===== src/hdl/acd_pkg.sv =====
// Shared types, tag codes and helpers for the AVI chunk demultiplexer.
`timescale 1ns / 1ps
`default_nettype none

package acd_pkg;

   // Result queue between parser and output
   localparam int unsigned QDEPTH = 4;
   localparam int unsigned QPTR_W = $clog2(QDEPTH);
   localparam int unsigned QCNT_W = $clog2(QDEPTH + 1);

   // Chunk tags as they sit in the window, first byte in the top lane
   localparam logic [31:0] TAG_AUDIO = 32'h3031_7762;   // "01wb"
   localparam logic [31:0] TAG_VIDEO = 32'h3030_6463;   // "00dc"
   localparam logic [31:0] TAG_INDEX = 32'h6964_7831;   // "idx1"

   // Register indexes
   localparam int unsigned CSR_IDX_W = 2;
   localparam logic [CSR_IDX_W-1:0] CSR_BLOCK_ENABLE = 2'd0;
   localparam logic [CSR_IDX_W-1:0] CSR_AUDIO_ENABLE = 2'd1;
   localparam logic [CSR_IDX_W-1:0] CSR_VIDEO_ENABLE = 2'd2;

   typedef enum logic [1:0] {
      PH_TAG,
      PH_SIZE,
      PH_PAYLOAD,
      PH_PAD
   } phase_type;

   typedef enum logic [1:0] {
      KIND_NONE,
      KIND_AUDIO,
      KIND_VIDEO,
      KIND_INDEX
   } kind_type;

   typedef struct packed {
      logic block_enable;
      logic audio_out_enable;
      logic video_out_enable;
   } cfg_type;

   typedef struct packed {
      logic [7:0] payload_byte;
      logic       stream_kind;
      logic       first_of_chunk;
      logic       last_of_chunk;
   } beat_type;

   function automatic kind_type tag_kind(input logic [31:0] w);
      kind_type k;
      k = KIND_NONE;
      if (w == TAG_AUDIO) k = KIND_AUDIO;
      else if (w == TAG_VIDEO) k = KIND_VIDEO;
      else if (w == TAG_INDEX) k = KIND_INDEX;
      return k;
   endfunction

endpackage

`default_nettype wire


===== src/hdl/acd_parser.sv =====
// Front end: hunts for chunk tags, reads chunk sizes and classifies payload bytes.
`timescale 1ns / 1ps
`default_nettype none

module acd_parser (
   input  wire logic              clock,
   input  wire logic              reset,
   input  wire acd_pkg::cfg_type  cfg,
   input  wire logic              in_valid,
   input  wire logic [7:0]        in_byte,
   output logic                   out_valid,
   output acd_pkg::beat_type      out_beat
);

   logic [31:0]         window_ff, window_in;
   logic                sync_ff, sync_in;
   acd_pkg::phase_type  phase_ff, phase_in;
   logic [1:0]          hcnt_ff, hcnt_in;
   acd_pkg::kind_type   kind_ff, kind_in;
   logic [31:0]         size_ff, size_in;
   logic [31:0]         rem_ff, rem_in;
   logic                pad_ff, pad_in;

   logic [31:0]         shifted;
   logic [31:0]         size_full;
   acd_pkg::kind_type   found;
   logic                emit;

   always_ff @(posedge clock) begin
      if (reset) begin
         window_ff <= '0;
         sync_ff   <= 1'b0;
         phase_ff  <= acd_pkg::PH_TAG;
         hcnt_ff   <= '0;
         kind_ff   <= acd_pkg::KIND_NONE;
         size_ff   <= '0;
         rem_ff    <= '0;
         pad_ff    <= 1'b0;
      end else begin
         window_ff <= window_in;
         sync_ff   <= sync_in;
         phase_ff  <= phase_in;
         hcnt_ff   <= hcnt_in;
         kind_ff   <= kind_in;
         size_ff   <= size_in;
         rem_ff    <= rem_in;
         pad_ff    <= pad_in;
      end
   end

   always_comb begin
      window_in = window_ff;
      sync_in   = sync_ff;
      phase_in  = phase_ff;
      hcnt_in   = hcnt_ff;
      kind_in   = kind_ff;
      size_in   = size_ff;
      rem_in    = rem_ff;
      pad_in    = pad_ff;
      emit      = 1'b0;

      shifted = {window_ff[23:0], in_byte};
      found   = acd_pkg::tag_kind(shifted);

      // size is little endian: place the byte by its header position
      unique case (hcnt_ff)
         2'd0: size_full = size_ff | {24'd0, in_byte};
         2'd1: size_full = size_ff | {16'd0, in_byte, 8'd0};
         2'd2: size_full = size_ff | {8'd0, in_byte, 16'd0};
         default: size_full = size_ff | {in_byte, 24'd0};
      endcase

      if (in_valid && cfg.block_enable) begin
         if (!sync_ff) begin
            window_in = shifted;
            if (found != acd_pkg::KIND_NONE) begin
               sync_in  = 1'b1;
               kind_in  = found;
               phase_in = acd_pkg::PH_SIZE;
               hcnt_in  = '0;
               size_in  = '0;
            end
         end else begin
            unique case (phase_ff)
               acd_pkg::PH_TAG: begin
                  window_in = shifted;
                  hcnt_in   = hcnt_ff + 2'd1;
                  if (hcnt_ff == 2'd3) begin
                     if (found == acd_pkg::KIND_NONE) begin
                        // unknown tag: fall back to hunting from this window
                        sync_in = 1'b0;
                        kind_in = acd_pkg::KIND_NONE;
                     end else begin
                        kind_in  = found;
                        phase_in = acd_pkg::PH_SIZE;
                        size_in  = '0;
                     end
                  end
               end
               acd_pkg::PH_SIZE: begin
                  size_in = size_full;
                  hcnt_in = hcnt_ff + 2'd1;
                  if (hcnt_ff == 2'd3) begin
                     pad_in   = size_full[0];
                     rem_in   = size_full;
                     phase_in = (size_full == 32'd0) ? acd_pkg::PH_TAG : acd_pkg::PH_PAYLOAD;
                  end
               end
               acd_pkg::PH_PAYLOAD: begin
                  emit = (kind_ff == acd_pkg::KIND_AUDIO && cfg.audio_out_enable) ||
                         (kind_ff == acd_pkg::KIND_VIDEO && cfg.video_out_enable);
                  rem_in = rem_ff - 32'd1;
                  if (rem_ff == 32'd1)
                     phase_in = pad_ff ? acd_pkg::PH_PAD : acd_pkg::PH_TAG;
               end
               default: begin
                  pad_in   = 1'b0;
                  phase_in = acd_pkg::PH_TAG;
                  hcnt_in  = '0;
               end
            endcase
         end
      end
   end

   assign out_valid               = emit;
   assign out_beat.payload_byte   = in_byte;
   assign out_beat.stream_kind    = (kind_ff == acd_pkg::KIND_VIDEO);
   assign out_beat.first_of_chunk = (rem_ff == size_ff);
   assign out_beat.last_of_chunk  = (rem_ff == 32'd1);

endmodule

`default_nettype wire


===== src/hdl/acd_queue.sv =====
// Back end: small result queue that hands beats to the consumer.
`timescale 1ns / 1ps
`default_nettype none

module acd_queue (
   input  wire logic               clock,
   input  wire logic               reset,
   input  wire logic               wr_en,
   input  wire acd_pkg::beat_type  wr_beat,
   input  wire logic               rd_en,
   output acd_pkg::beat_type       rd_beat,
   output logic                    full,
   output logic                    empty
);

   acd_pkg::beat_type                 slot_ff [acd_pkg::QDEPTH];
   logic [acd_pkg::QPTR_W-1:0]        wptr_ff, wptr_in;
   logic [acd_pkg::QPTR_W-1:0]        rptr_ff, rptr_in;
   logic [acd_pkg::QCNT_W-1:0]        count_ff, count_in;
   logic                              do_wr, do_rd;

   assign full  = (count_ff == acd_pkg::QCNT_W'(acd_pkg::QDEPTH));
   assign empty = (count_ff == '0);
   assign do_wr = wr_en && !full;
   assign do_rd = rd_en && !empty;

   always_comb begin
      wptr_in  = do_wr ? wptr_ff + acd_pkg::QPTR_W'(1) : wptr_ff;
      rptr_in  = do_rd ? rptr_ff + acd_pkg::QPTR_W'(1) : rptr_ff;
      count_in = count_ff;
      if (do_wr && !do_rd)
         count_in = count_ff + acd_pkg::QCNT_W'(1);
      else if (do_rd && !do_wr)
         count_in = count_ff - acd_pkg::QCNT_W'(1);
   end

   always_ff @(posedge clock) begin
      if (reset) begin
         wptr_ff  <= '0;
         rptr_ff  <= '0;
         count_ff <= '0;
      end else begin
         wptr_ff  <= wptr_in;
         rptr_ff  <= rptr_in;
         count_ff <= count_in;
      end
   end

   always_ff @(posedge clock) begin
      if (do_wr)
         slot_ff[wptr_ff] <= wr_beat;
   end

   assign rd_beat = slot_ff[rptr_ff];

endmodule

`default_nettype wire


===== src/hdl/avi_chunk_demux_unit.sv =====
// Top level of the AVI chunk demultiplexer: registers, parser and result queue.
`timescale 1ns / 1ps
`default_nettype none

// Takes an AVI byte stream one byte per clock while req_full is low and returns
// the payload bytes of audio (01wb) and video (00dc) chunks, each marked with
// its kind and with first/last flags; index chunks, pad bytes and headers yield
// nothing. The parser handles each byte in the cycle it is pushed, so the input
// runs at one byte per cycle unless the queue is full. Results wait in a
// 4-entry queue, read from its head on the rsp_ ports; full rises only once
// four beats are waiting unpopped. After an unknown tag the block drops sync and
// hunts again from the last four bytes. Write the registers only while idle.
module avi_chunk_demux_unit (
   input  wire logic                           clock,
   input  wire logic                           reset,
   input  wire logic                           req_push,
   output logic                                req_full,
   input  wire logic [7:0]                     req_stream_byte,
   output logic                                rsp_empty,
   input  wire logic                           rsp_pop,
   output logic [7:0]                          rsp_payload_byte,
   output logic                                rsp_stream_kind,
   output logic                                rsp_first_of_chunk,
   output logic                                rsp_last_of_chunk,
   input  wire logic                           csr_we,
   input  wire logic [acd_pkg::CSR_IDX_W-1:0]  csr_index,
   input  wire logic [0:0]                     csr_wdata
);

   acd_pkg::cfg_type   cfg_ff, cfg_in;
   logic               accept;
   logic               beat_valid;
   acd_pkg::beat_type  beat;
   acd_pkg::beat_type  head;

   always_comb begin
      cfg_in = cfg_ff;
      if (csr_we) begin
         unique case (csr_index)
            acd_pkg::CSR_BLOCK_ENABLE: cfg_in.block_enable     = csr_wdata[0];
            acd_pkg::CSR_AUDIO_ENABLE: cfg_in.audio_out_enable = csr_wdata[0];
            acd_pkg::CSR_VIDEO_ENABLE: cfg_in.video_out_enable = csr_wdata[0];
            default: cfg_in = cfg_ff;
         endcase
      end
   end

   always_ff @(posedge clock) begin
      if (reset)
         cfg_ff <= '0;
      else
         cfg_ff <= cfg_in;
   end

   assign accept = req_push && !req_full;

   acd_parser u_parser (
      .clock     (clock),
      .reset     (reset),
      .cfg       (cfg_ff),
      .in_valid  (accept),
      .in_byte   (req_stream_byte),
      .out_valid (beat_valid),
      .out_beat  (beat)
   );

   acd_queue u_queue (
      .clock   (clock),
      .reset   (reset),
      .wr_en   (beat_valid),
      .wr_beat (beat),
      .rd_en   (rsp_pop),
      .rd_beat (head),
      .full    (req_full),
      .empty   (rsp_empty)
   );

   assign rsp_payload_byte   = head.payload_byte;
   assign rsp_stream_kind    = head.stream_kind;
   assign rsp_first_of_chunk = head.first_of_chunk;
   assign rsp_last_of_chunk  = head.last_of_chunk;

   // a beat only comes from an accepted byte
   a_beat_from_accept: assert property (@(posedge clock) disable iff (reset)
      beat_valid |-> accept)
      else $error("result beat without an accepted byte");

   a_disabled_quiet: assert property (@(posedge clock) disable iff (reset)
      !cfg_ff.block_enable |-> !beat_valid)
      else $error("result beat while block disabled");

   a_kind_enabled: assert property (@(posedge clock) disable iff (reset)
      beat_valid |-> (beat.stream_kind ? cfg_ff.video_out_enable
                                       : cfg_ff.audio_out_enable))
      else $error("result beat for a disabled output");

   a_empty_after_reset: assert property (@(posedge clock)
      reset |=> rsp_empty)
      else $error("queue not empty after reset");

endmodule

`default_nettype wire


===== config.mk =====
export PLATFORM = sky130hd
export DESIGN_NAME = avi_chunk_demux_unit
export DESIGN_NICKNAME = d
export VERILOG_FILES = /design/src/hdl/acd_pkg.sv /design/src/hdl/acd_parser.sv /design/src/hdl/acd_queue.sv /design/src/hdl/avi_chunk_demux_unit.sv
export SDC_FILE = /design/constraint.sdc
export NUM_CORES = 1
export LEC_CHECK = 0
export ABC_AREA = 1
export BUFFER_PORTS_ARGS = -buffer_cell sky130_fd_sc_hd__buf_4
export CAP_MARGIN = 20
export CORE_AREA = 8 8 142 144
export CTS_BUF_LIST = sky130_fd_sc_hd__clkbuf_4
export DETAILED_ROUTE_END_ITERATION = 8
export DIE_AREA = 0 0 150 152
export HOLD_SLACK_MARGIN = 0.03
export PLACE_DENSITY = 0.75
export REMOVE_ABC_BUFFERS = 1
export SYNTH_ARGS = -nofsm -noshare
export SYNTH_HDL_FRONTEND = slang
export SYNTH_SLANG_ARGS = --single-unit

===== constraint.sdc =====
create_clock -name clock -period 5.8 [get_ports clock]
set_input_delay 0.87 -clock clock [delete_from_list [all_inputs] [get_ports clock]]
set_output_delay 0.87 -clock clock [all_outputs]
set_load 0.02 [all_outputs]

==> results.md <==
* Status: finished clean
* Minimum clock period at ~3.3 ns
* Syn Inst Count at approximately 1,300
* Layout cell share with drive strength beyond 1 at 7.67%
* Worst reg-to-reg path cell count at 15
* Levels on crit path at 15
* Hold Path Class: reg2reg
* Fin Setup TNS at 0 ns
* Worst path cell trace: inv_2 > nor2_2 > buf_4 > inv_2 > buf_4 > nor2_1 > nand3_1 > inv_1 > ha_1 > inv_1 > fa_1 > a21oi_1 > o21ai_0 > o21ai_0 > a21oi_1
* Critical Path Source Type: register
* Core ar. at ~18,000 um2
* Fillers at ~1,700
* LEAKAGE at between 3 and 4 nW
* GR Overflow Total at 0
* DP Area at roughly 9000 um2
* Worst setup path endpoint: u_queue.count_ff[2]$_SDFFE_PP0P_
* RSZ-0062 raised after global routing: no
* Drc violations at 0
* Worst Max-Slew Pin Slew at 1.00 ns
* Clock skew at around 0.023 ns
* CP required at ~6.3 ns
* Total GRT Usage at between 20% and 30%
* Family with the most delay on the worst path: buffers and inverters
* Root Driver: clkbuf_4
* WP buf/inv at 6
* Skew-Pair Late Insertion Delay at 0.58 ns
* P_sw at between 600 and 700 uW
* Drt wl/cell at between 15 and 20 um
* Synthesized cell area at between 8000 and 9000 um2
* Synth Register Bits at approximately 150
* I/O Pins at 29
* First-pass iteration count of the detailed router at 6
* WP data arrival at approximately 3.8 ns
* R2R Path End: u_queue.count_ff[2]$_SDFFE_PP0P_
* Global-route wire length before repair at 39.3 mm
* Clk buf depth at 2
* Worst path slowest cell: dfxtp_1
* Fin. max-slew vios at 0
* CTS buffer count at 17
* Largest net degree at the start of global routing at between 70 and 80
* Ys Warns at 0
* Max_cap viols at 0
* M2 GR Usage at about a third
* Rows at 49
* Power per Cell Area at roughly 220 nW/um2
* Design Area, Final at 9330 um2
* Worst R2R Setup Slack at roughly 2.5 ns
* Initial Utilization at roughly half
* DR iter-0 viols at between 900 and 1,000
* Final hold vios at 0
* Non-filler cells, final at about 1,500
* Crit. End Element: register
* Critical Path Max Stage Delay at between 0.4 and 0.5 ns
* Post-CTS sizing at 0
* Net Sw Frac at 31.0%
* Critical Path Source: u_parser.phase_ff[1]$_SDFFE_PP0P_
* Initial antenna violation count at 1
* Reg power frac at 54.0%
* Area Growth Syn to Fin at 6.42%
* Dpl cells at 1,473
* Combinational share of power at between 10% and 20%
* Die ar. at roughly 23,000 um2
* Met3 usage at around 4.4%
* # clock sinks at 152
* Int Pwr at between 1 and 1.5 mW
* Max IR drop VDD at approximately 0.00020 V
* Avg Inst Size Synth at a little under 7 um2
* Total routed wirelength at roughly 24 mm
* Reg clk slew, reported paths at ~0.14 ns
* Max_slew headroom at roughly a third
* Reg-to-Reg Start: u_parser.phase_ff[1]$_SDFFE_PP0P_
* Port Buf Inserts at 28
* Post-route clock period utilization at a little under three fifths
* Cts hold-fix bufs at 0
* Layout Nets at around 1,300
* Final Util at a little over half
* Die W at ~150 um
* Final ANT Viol Nets at 0
* H-Tree Depth at 4
* Most Used Layer, Global Route: met2
* Peak Freq at around 0.3 GHz
* Crit Path Max Fanout at just over 40
* Via count at roughly 8,400
* Hpwl dp at roughly 17 mm
* Crit Path Category: reg2reg
* Setup violators final at 0
* Post-CTS Setup Bufs at 0
* CTS tree: done
* Die height at approximately 150 um
* Met1 usage at roughly 27%
* Clock network power share at between 30% and 40%
* Yosys cell types at 40
* Routability congestion estimate at approximately 1.0
* DR vias/cell at around 5.6
* Place WS at between 2 and 3 ns
* Vias in the first global route at around 8,000
* Sequential share of the synthesized area at just under 40%
* Fin worst setup slack at between 2 and 2.5 ns
## sequential cells by signal, indices dropped and copies added (netlist names), named ones only
| name | cells |
|---|---|
| cfg_ff | 3 |
| u_parser.sync_ff | 1 |
| u_parser.window_ff | 24 |
| u_parser.kind_ff | 2 |
| u_queue.wptr_ff | 2 |
| u_parser.size_ff | 32 |
| u_parser.rem_ff | 32 |
| u_parser.pad_ff | 1 |
| u_parser.hcnt_ff | 2 |
| u_parser.phase_ff | 2 |
| u_queue.slot_ff | 44 |
| u_queue.rptr_ff | 2 |
| u_queue.count_ff | 3 |
## kinds of logic after synthesis
kind of cell	after synthesis	synth area share (%)
AND/OR/NAND/NOR	607	29.5
AO/OA/AOI/OAI	261	16.1
buffers and inverters	207	9.96
flip-flops	152	39.7
XOR/XNOR	26	2.60
adder cells (fa/ha/maj)	14	2.08
## stage by stage
step	hold WS [ns]	total power, mW
after floorplan	0.435	1.33
after global placement	0.451	1.45
after detailed placement	0.455	1.46
after CTS	0.473	2.11
after global routing	0.492	2.19
final	0.474	2.10
## power by group through the flow
| stage | clock network (mW) | registers, mW | logic (mW) |
|---|---|---|---|
| finish | 0.662 | 1.13 | 0.302 |
| detailed placement | 0 | 1.15 | 0.303 |
| CTS | 0.672 | 1.13 | 0.303 |
| floorplan | 0 | 1.16 | 0.175 |
| global placement | 0 | 1.15 | 0.295 |
| global route | 0.721 | 1.13 | 0.334 |
## routing by layer
metal,vias to the layer above,share of wire [%]
met1,3882,43
met5,-,0
met2,338,46
met3,62,7.0
li1,4167,-
met4,0,3.5
## cells in the mapped netlist, drive strengths merged
cell type / n / area share, %
a211oi: 4 / 0.34
a21oi: 111 / 6.3
a221oi: 4 / 0.40
a31oi: 5 / 0.36
and2: 2 / 0.14
buf: 33 / 2.5
clkbuf: 26 / 1.1
clkinv: 1 / 0.043
dfxtp: 108 / 25
edfxtp: 44 / 15
fa: 1 / 0.23
ha: 13 / 1.9
inv: 147 / 6.3
nand2: 288 / 12
nand3: 88 / 5.1
nand3b: 2 / 0.17
nand4: 19 / 1.4
nor2: 171 / 7.9
nor3: 20 / 1.2
nor4: 16 / 1.1
o2111ai: 3 / 0.30
o211ai: 5 / 0.43
o21ai: 102 / 5.8
o21bai: 9 / 0.77
o221ai: 1 / 0.10
o22ai: 16 / 1.1
o311ai: 1 / 0.10
or2: 1 / 0.071
xnor2: 3 / 0.30
xor2: 23 / 2.3
## cell usage in the layout (no fill, tap or decap), types with 9 or more instances in the layout
cell type and n:
nand3_1 87, ha_1 13, clkbuf_4 17, o21ai_0 102
o21bai_1 9, xor2_1 23, dfxtp_1 108, a21oi_1 111
nor2_2 11, nor2_1 157, o22ai_1 16, nand2_1 284
buf_4 36, inv_1 139, edfxtp_1 44, nor4_1 16
nor3_1 19, nand4_1 18
## worst min path at each step
stage | depth (start not counted) | end | from | slack (ns)
floorplan | 2 | u_parser.kind_ff[1]$_SDFFE_PP0P_ | u_parser.kind_ff[1]$_SDFFE_PP0P_ | 0.43
global placement | 2 | u_parser.kind_ff[1]$_SDFFE_PP0P_ | u_parser.kind_ff[1]$_SDFFE_PP0P_ | 0.45
detailed placement | 2 | u_parser.kind_ff[1]$_SDFFE_PP0P_ | u_parser.kind_ff[1]$_SDFFE_PP0P_ | 0.46
CTS | 2 | u_parser.kind_ff[1]$_SDFFE_PP0P_ | u_parser.kind_ff[1]$_SDFFE_PP0P_ | 0.47
global route | 1 | u_queue.slot_ff[3][6]$_DFFE_PP_ | req_stream_byte[3] | 0.49
finish | 2 | u_parser.kind_ff[0]$_SDFFE_PP0P_ | u_parser.kind_ff[0]$_SDFFE_PP0P_ | 0.47
## tightest hold or removal path, stage by stage, from the launching register on
cell     delay [ns]
dfxtp_1        0.34
inv_1          0.05
a21oi_1        0.05
## area by class of cell
type / instances / area [um2] / share of cell area, %
Multi-Input combinational cell: 908 / 4410 / 47.3
Sequential cell: 152 / 3480 / 37.3
Inverter: 148 / 556 / 5.95
Timing Repair Buffer: 37 / 298 / 3.19
Tap cell: 229 / 287 / 3.07
Clock inverter: 15 / 161 / 1.73
Clock buffer: 17 / 128 / 1.37
Antenna cell: 1 / 2.50 / 0.0268
(Power assumes the default switching activity.)
